$ cat src/sv/lmfb_pkg.sv
// Shared command codes, register indexes and controller/datapath interface types.
package lmfb_pkg;

    // Command codes on the cmd port
    localparam logic [2:0] CMD_CLEAR  = 3'd0;
    localparam logic [2:0] CMD_PIXEL  = 3'd1;
    localparam logic [2:0] CMD_ROW    = 3'd2;
    localparam logic [2:0] CMD_COLUMN = 3'd3;
    localparam logic [2:0] CMD_SPRITE = 3'd4;
    localparam logic [2:0] CMD_WRITE  = 3'd5;

    // Configuration register indexes
    localparam logic [1:0] CFG_SWAP_BYTES      = 2'd0;
    localparam logic [1:0] CFG_FLIP_VERTICAL   = 2'd1;
    localparam logic [1:0] CFG_FLIP_HORIZONTAL = 2'd2;

    localparam int WORD_W = 16;
    localparam int BYTE_W = 8;

    // Operation the controller hands to the datapath each cycle
    typedef enum logic [2:0] {
        OP_NONE,
        OP_CLEAR,
        OP_PIXEL,
        OP_ROW,
        OP_COLUMN,
        OP_SPRITE,
        OP_EMIT
    } dp_op_t;

    typedef struct packed {
        dp_op_t op;
    } dp_cmd_t;

    typedef struct packed {
        logic last_byte;
    } dp_status_t;

endpackage

$ cat src/sv/lmfb_ctrl.sv
// Controller: decodes accepted items and sequences the write stream.
module lmfb_ctrl (
    input  logic                clk,
    input  logic                rst_n,
    input  logic                start,
    input  logic [2:0]          cmd,
    input  lmfb_pkg::dp_status_t dp_status,
    output lmfb_pkg::dp_cmd_t   dp_cmd,
    output logic                busy
);
    import lmfb_pkg::*;

    typedef enum logic {
        ST_IDLE,
        ST_STREAM
    } state_t;

    state_t state_reg;
    state_t state_next;
    logic   accept;

    assign busy   = (state_reg == ST_STREAM);
    assign accept = start && (state_reg == ST_IDLE);

    always_comb
    begin
        state_next = state_reg;
        dp_cmd.op  = OP_NONE;
        case (state_reg)
            ST_IDLE:
            begin
                if (accept)
                begin
                    case (cmd)
                        CMD_CLEAR:  dp_cmd.op = OP_CLEAR;
                        CMD_PIXEL:  dp_cmd.op = OP_PIXEL;
                        CMD_ROW:    dp_cmd.op = OP_ROW;
                        CMD_COLUMN: dp_cmd.op = OP_COLUMN;
                        CMD_SPRITE: dp_cmd.op = OP_SPRITE;
                        CMD_WRITE:  state_next = ST_STREAM;
                        default:    dp_cmd.op = OP_NONE;
                    endcase
                end
            end
            ST_STREAM:
            begin
                // one byte per cycle until the datapath reports the final one
                dp_cmd.op = OP_EMIT;
                if (dp_status.last_byte)
                begin
                    state_next = ST_IDLE;
                end
            end
            default:
            begin
                state_next = ST_IDLE;
            end
        endcase
    end

    always_ff @(posedge clk or negedge rst_n)
    begin
        if (!rst_n)
        begin
            state_reg <= ST_IDLE;
        end
        else
        begin
            state_reg <= state_next;
        end
    end

endmodule

$ cat src/sv/lmfb_datapath.sv
// Datapath: frame rows, configuration flags, byte counter and output registers.
module lmfb_datapath #(
    parameter int ROWS = 8,
    parameter int COLS = 16
) (
    input  logic                 clk,
    input  logic                 rst_n,
    input  lmfb_pkg::dp_cmd_t    dp_cmd,
    output lmfb_pkg::dp_status_t dp_status,
    input  logic [3:0]           col,
    input  logic [2:0]           row,
    input  logic [15:0]          value,
    input  logic [3:0]           col_offset,
    input  logic [2:0]           row_offset,
    input  logic                 cfg_we,
    input  logic [1:0]           cfg_index,
    input  logic [0:0]           cfg_data,
    output logic                 byte_valid,
    output logic [7:0]           data_byte,
    output logic                 last
);
    import lmfb_pkg::*;

    localparam int RW    = (ROWS > 1) ? $clog2(ROWS) : 1;
    localparam int BYTES = 2 * ROWS;
    localparam int IW    = $clog2(BYTES);

    function automatic logic [WORD_W-1:0] reverse16(input logic [WORD_W-1:0] w);
        logic [WORD_W-1:0] r;
        for (int i = 0; i < WORD_W; i++)
        begin
            r[i] = w[WORD_W-1-i];
        end
        return r;
    endfunction

    logic [WORD_W-1:0] frame_reg  [ROWS];
    logic [WORD_W-1:0] frame_next [ROWS];
    logic              swap_reg;
    logic              flip_v_reg;
    logic              flip_h_reg;
    logic [IW-1:0]     byte_idx_reg;
    logic              byte_valid_reg;
    logic [7:0]        data_byte_reg;
    logic              last_reg;

    // Small elaboration-time tables for the row and column wrap
    logic [RW-1:0] row_mod_tbl [16];
    logic [3:0]    col_mod_tbl [16];

    for (genvar g = 0; g < 16; g++)
    begin : g_mod_tbl
        assign row_mod_tbl[g] = RW'(g % ROWS);
        assign col_mod_tbl[g] = 4'(g % COLS);
    end

    logic [RW-1:0]     row_sel;
    logic [RW-1:0]     sprite_dst;
    logic [3:0]        col_sel;
    logic [WORD_W-1:0] col_mask;
    logic [WORD_W-1:0] sprite_bits;

    assign row_sel     = row_mod_tbl[{1'b0, row}];
    assign sprite_dst  = row_mod_tbl[4'({1'b0, row}) + 4'({1'b0, row_offset})];
    assign col_sel     = col_mod_tbl[col];
    assign col_mask    = WORD_W'(1) << col_sel;
    assign sprite_bits = value << col_offset;

    // Per-row next value; every row decides for itself
    for (genvar g = 0; g < ROWS; g++)
    begin : g_row
        always_comb
        begin
            frame_next[g] = frame_reg[g];
            case (dp_cmd.op)
                OP_CLEAR:
                begin
                    frame_next[g] = '0;
                end
                OP_PIXEL:
                begin
                    if (row_sel == RW'(g))
                    begin
                        frame_next[g] = value[0] ? (frame_reg[g] | col_mask)
                                                 : (frame_reg[g] & ~col_mask);
                    end
                end
                OP_ROW:
                begin
                    if (row_sel == RW'(g))
                    begin
                        frame_next[g] = value;
                    end
                end
                OP_COLUMN:
                begin
                    if (g < 8)
                    begin
                        frame_next[g] = value[g % 8] ? (frame_reg[g] | col_mask)
                                                     : (frame_reg[g] & ~col_mask);
                    end
                end
                OP_SPRITE:
                begin
                    if (sprite_dst == RW'(g))
                    begin
                        frame_next[g] = frame_reg[g] | sprite_bits;
                    end
                end
                default:
                begin
                    frame_next[g] = frame_reg[g];
                end
            endcase
        end
    end

    // Byte selection for the write stream
    logic [RW-1:0]     out_row;
    logic [RW-1:0]     src_row;
    logic [WORD_W-1:0] src_word;
    logic [WORD_W-1:0] send_word;
    logic              take_high;
    logic              at_last;

    assign out_row   = RW'(byte_idx_reg >> 1);
    assign src_row   = flip_v_reg ? (RW'(ROWS - 1) - out_row) : out_row;
    assign src_word  = frame_reg[src_row];
    assign send_word = flip_h_reg ? reverse16(src_word) : src_word;
    assign take_high = byte_idx_reg[0] ^ swap_reg;
    assign at_last   = (byte_idx_reg == IW'(BYTES - 1));

    assign dp_status.last_byte = at_last;

    always_ff @(posedge clk or negedge rst_n)
    begin
        if (!rst_n)
        begin
            for (int i = 0; i < ROWS; i++)
            begin
                frame_reg[i] <= '0;
            end
            swap_reg       <= 1'b0;
            flip_v_reg     <= 1'b0;
            flip_h_reg     <= 1'b0;
            byte_idx_reg   <= '0;
            byte_valid_reg <= 1'b0;
        end
        else
        begin
            frame_reg <= frame_next;
            if (cfg_we)
            begin
                case (cfg_index)
                    CFG_SWAP_BYTES:      swap_reg   <= cfg_data[0];
                    CFG_FLIP_VERTICAL:   flip_v_reg <= cfg_data[0];
                    CFG_FLIP_HORIZONTAL: flip_h_reg <= cfg_data[0];
                    default:             swap_reg   <= swap_reg;
                endcase
            end
            byte_valid_reg <= (dp_cmd.op == OP_EMIT);
            if (dp_cmd.op == OP_EMIT)
            begin
                byte_idx_reg <= at_last ? '0 : byte_idx_reg + IW'(1);
            end
        end
    end

    always_ff @(posedge clk)
    begin
        if (dp_cmd.op == OP_EMIT)
        begin
            data_byte_reg <= take_high ? send_word[15:8] : send_word[7:0];
            last_reg      <= at_last;
        end
    end

    assign byte_valid = byte_valid_reg;
    assign data_byte  = data_byte_reg;
    assign last       = last_reg;

endmodule

$ cat src/sv/led_matrix_frame_buffer.sv
// Top level of the LED matrix frame buffer: controller plus datapath.
//
//  channel   signals                                        handshake
//  --------  ---------------------------------------------  -------------------------
//  command   cmd, col, row, value, col_offset, row_offset   taken when start && !busy
//  config    cfg_we, cfg_index, cfg_data                    written when cfg_we
//  result    data_byte, last                                one cycle when byte_valid
//
//  Buffer updates (clear, pixel, row, column, sprite) finish in the cycle the item
//  is taken; busy stays low, so a new item can follow on the next cycle.
//  A write raises busy while the byte counter walks the rows, one byte per
//  cycle; each byte is registered before it shows on the outputs.
//  Reset clears the frame rows and all configuration flags at once.
//  The receiver cannot stall: every byte is valid for exactly one cycle.
module led_matrix_frame_buffer #(
    parameter int ROWS = 8,
    parameter int COLS = 16
) (
    input  logic        clk,
    input  logic        rst_n,
    input  logic        start,
    output logic        busy,
    input  logic [2:0]  cmd,
    input  logic [3:0]  col,
    input  logic [2:0]  row,
    input  logic [15:0] value,
    input  logic [3:0]  col_offset,
    input  logic [2:0]  row_offset,
    input  logic        cfg_we,
    input  logic [1:0]  cfg_index,
    input  logic [0:0]  cfg_data,
    output logic        byte_valid,
    output logic [7:0]  data_byte,
    output logic        last
);
    import lmfb_pkg::*;

    // command and status between controller and datapath
    dp_cmd_t    dp_cmd;
    dp_status_t dp_status;

    // Decode items and advance the write stream
    lmfb_ctrl u_ctrl (
        .clk       (clk),
        .rst_n     (rst_n),
        .start     (start),
        .cmd       (cmd),
        .dp_status (dp_status),
        .dp_cmd    (dp_cmd),
        .busy      (busy)
    );

    // Hold the frame rows and drive the byte stream
    lmfb_datapath #(
        .ROWS (ROWS),
        .COLS (COLS)
    ) u_datapath (
        .clk        (clk),
        .rst_n      (rst_n),
        .dp_cmd     (dp_cmd),
        .dp_status  (dp_status),
        .col        (col),
        .row        (row),
        .value      (value),
        .col_offset (col_offset),
        .row_offset (row_offset),
        .cfg_we     (cfg_we),
        .cfg_index  (cfg_index),
        .cfg_data   (cfg_data),
        .byte_valid (byte_valid),
        .data_byte  (data_byte),
        .last       (last)
    );

endmodule

$ cat config.mk
export PLATFORM = sky130hd
export DESIGN_NAME = led_matrix_frame_buffer
export DESIGN_NICKNAME = d
export VERILOG_FILES = /design/src/sv/lmfb_pkg.sv /design/src/sv/lmfb_ctrl.sv /design/src/sv/lmfb_datapath.sv /design/src/sv/led_matrix_frame_buffer.sv
export SDC_FILE = /design/constraint.sdc
export NUM_CORES = 1
export LEC_CHECK = 0
export BUFFER_PORTS_ARGS = -buffer_cell sky130_fd_sc_hd__buf_2
export CAP_MARGIN = 0
export CORE_MARGIN = 8
export CORE_UTILIZATION = 25
export DETAILED_ROUTE_END_ITERATION = 16
export PLACE_DENSITY = 0.45
export REMOVE_ABC_BUFFERS = 1
export SETUP_SLACK_MARGIN = 0.02
export SLEW_MARGIN = 25
export SYNTH_ARGS = -nofsm -noshare
export SYNTH_HDL_FRONTEND = slang
export SYNTH_SLANG_ARGS = --single-unit
$ cat constraint.sdc
create_clock -name clk -period 2.85 [get_ports clk]
set_input_delay 0.1425 -clock clk [delete_from_list [all_inputs] [get_ports clk]]
set_output_delay 0.1425 -clock clk [all_outputs]
set_load 0.05 [all_outputs]
==> flow_metrics.py <==
metrics = {
    "run_status": {
        "status": "finished clean",
    },
    "synth": {
        "yosysSeqAreaShare_pct": 31.1,
        "yosysTopAreaCellShare_pct": 28.8,
        "yosys_warnings": 0,
        "ys_ff_latch": 146,
        "synth_area_leaders": "dfrtp_1, mux2i_1, mux4_2, a21oi_1, nand2_1",
        "syn_avg_cell_area_sq_um": 8.67,
        "synth-edff-count": 9,
        "synth_cell_types": 86,
        "synth_largest_area_cell": "dfrtp_1",
        "async_reset_ff_share_pct": 93.8,
        "synth_area_sq_mm": 0.0119,
        "ys.flop_type": "dfrtp_1",
        "syn_inst": 1373,
    },
    "worst_setup_path": {
        "cpMaxStageDelayCell": "dfrtp_1",
        "criticalPathCategory": "reg2reg",
        "required_ns": 3.06,
        "slowest_delay_ns": 0.64,
        "endpoint_kind": "register",
        "path_cells": "xor2_4, buf_12, mux2i_1, o22ai_1, o21a_1, mux4_2",
        "path_max_fanout": 22,
        "critPathBufInv": 1,
        "cp.arrival_ns": 2.80,
        "cp_top_family": "multiplexers",
        "start_kind": "register",
    },
    "layout": {
        "nets": 1440,
        "areaGrowthSynthToFinish_pct": 15.9,
        "fillers": 4989,
        "diodes": 0,
        "mostFrequentLayoutCell": "dfrtp_1",
        "fin_cells": 2025,
        "final_cell_mix": "dfrtp_1, nand2_1, nor2_1",
        "drive_above_1_share_pct": 17.7,
        "largest_reg_flops": 128,
    },
    "floorplanning": {
        "rows": 80,
        "dieArea_sq_mm": 0.0549,
        "start_util_pct": 25.1,
        "die_h_um": 234,
        "io_pins": 51,
        "design.core.area_sq_mm": 0.0473,
        "die_w_um": 234,
    },
    "timing": {
        "fin_crit_sh_pct": 90.8,
        "setup_viol": 0,
        "setup_ws_ns": 0.261,
        "relSlewSlack_pct": 25.7,
        "skew_ns": 0.0125,
        "maxSlewViolCount": 0,
        "worstMarginPinSlew_ns": 1.11,
        "min_period_ns": 2.59,
        "max_clock_freq_mhz": 386,
        "hold_viol": 0,
        "rsz0062_at_grt": "no",
    },
    "clock_network": {
        "cts_buffers": 17,
        "htreeDepth": 4,
        "cts.sinks": 146,
        "cts_tree": "yes",
        "max-clock-path-buffers": 2,
        "clock_latency_ns": 0.46,
        "clkTransAtPathRegs_ns": 0.07,
        "cts_root_buf": "clkbuf_16",
    },
    "placement": {
        "gp_congestion": 0.875,
        "dp_cells": 1991,
        "io_buffers": 50,
        "place_ws_ns": 0.268,
        "dp_hpwl_um": 36200,
    },
    "grt": {
        "overflow": 0,
        "grt_first_pass_wirelength_um": 79400,
        "grt_max_degree": 84,
        "grt_pass1_vias": 11445,
        "track_usage_pct": 19.5,
        "antenna_found_initial": 1,
    },
    "power_and_ir_drop": {
        "seqPwrFrac_pct": 30.6,
        "pwr_density_cell_mw_per_mm2": 785,
        "irDropWorstVdd_mv": 0.431,
        "power_switching_w": 0.00482,
        "power_frac_comb_pct": 48.3,
        "p_sw_share_pct": 44.5,
        "p_int_w": 0.00602,
        "p_leak_nw": 5.18,
        "clock_power_share_pct": 21.1,
    },
    "route": {
        "wl_per_cell_um": 26.5,
        "wl_um": 53700,
        "drc": 0,
        "drt_iter0_drc": 1410,
        "firstDrtPassIters": 6,
        "vias": 12022,
        "via_per_inst": 5.94,
        "ant_nets": 0,
    },
    "run": {
        "max-cap-violations": 0,
    },
    "min_path": {
        "hold_path_class": "in2reg",
    },
}
## metrics by stage
stage / total power, W / area, sq um / hold slack, ns / setup TNS (ns) / util [%]
finish: 0.0108 / 13800 / 0.0413 / 0 / 29.1
floorplan: 0.00624 / 11300 / -0.153 / -40.56 / -
detailed placement: 0.00853 / 13200 / 0.169 / 0 / 27.9
global placement: 0.00846 / 13200 / 0.159 / 0 / 27.9
global route: 0.0113 / 13800 / 0.0626 / 0 / 29.1
CTS: 0.0108 / 13800 / 0.0203 / 0 / 29.1
## final cells by class
class / count / area (sq um) / area share [%]
inverter: 18 / 67.6 / 0.490
multi-input combinational: 1069 / 7550 / 54.7
clock buffer: 18 / 429 / 3.11
tap: 615 / 769 / 5.58
timing repair buffer: 145 / 1150 / 8.33
clock inverter: 14 / 130 / 0.943
sequential: 146 / 3700 / 26.8
## Yosys cell counts (26+ instances only)
| cell type | count |
|---|---|
| dfrtp_1 | 137 |
| nand2_1 | 124 |
| nor2_1 | 113 |
| mux2i_1 | 105 |
| a21oi_1 | 102 |
| o21ai_0 | 77 |
| clkbuf_1 | 69 |
| o211ai_1 | 57 |
| buf_2 | 54 |
| o21a_1 | 51 |
| nand3_1 | 38 |
| nor4_1 | 32 |
| mux4_2 | 26 |
| o22a_1 | 26 |
| o22ai_1 | 26 |
| o32ai_1 | 26 |
## routing by layer
| layer | vias up | track usage [%] | part of all wire [%] |
|---|---|---|---|
| met3 | 85 | 2.83 | 6.9 |
| met5 | - | 0 | 0 |
| li1 | 5300 | - | - |
| met2 | 553 | 30.9 | 46 |
| met1 | 6084 | 26.9 | 44 |
| met4 | 0 | 6.53 | 2.7 |
## repair_timing
| item | CTS | global route |
|---|---|---|
| buffers inserted | 0 | 0 |
| resized for setup | 0 | 0 |
| hold buffers | 2 | 0 |
| hold endpoints to repair | 52 | 0 |
## tightest hold or removal path: cells and delay by family
kind	cells	cell delay, ns
AND/OR/NAND/NOR	1	0.08
buffers and inverters	1	0.11
multiplexers	1	0.14
## power groups by stage
stage	Clock [W]	Sequential, W	Combinational, W
2_1_floorplan	0	0.00345	0.00279
3_3_place_gp	0	0.00333	0.00512
3_5_place_dp	0	0.00334	0.00519
4_1_cts	0.00232	0.00330	0.00520
5_1_grt	0.00240	0.00338	0.00557
6_report	0.00229	0.00331	0.00524
## worst paths after layout
check / slack, ns / to / startpoint / cells past startpoint
max: 0.26 / u_datapath.data_byte[4] / u_datapath.flip_v_reg / 6
min: 0.04 / u_datapath.flip_h_reg / cfg_index[1] / 3
max reg2reg: 0.26 / u_datapath.data_byte[4] / u_datapath.flip_v_reg / 6
min reg2reg: 0.52 / u_datapath.frame_reg[31] / u_datapath.frame_reg[31] / 2
max in group asynchronous: 1.86 / u_datapath.frame_reg[94] / rst_n / 3
min in group asynchronous: 0.22 / u_datapath.byte_valid / rst_n / 2
## kinds of logic (layout without fill, tap and decap cells)
logic type,after synthesis,count (layout),synth area share (%)
compound gates,491,491,28.2
xor+xnor,10,10,1.10
fa+ha+maj,3,3,0.378
buf+inv,158,195,6.06
flops,146,146,31.1
mux,149,149,15.7
simple gates,416,416,17.5
No activity file was read; power rests on OpenSTA's default activity.
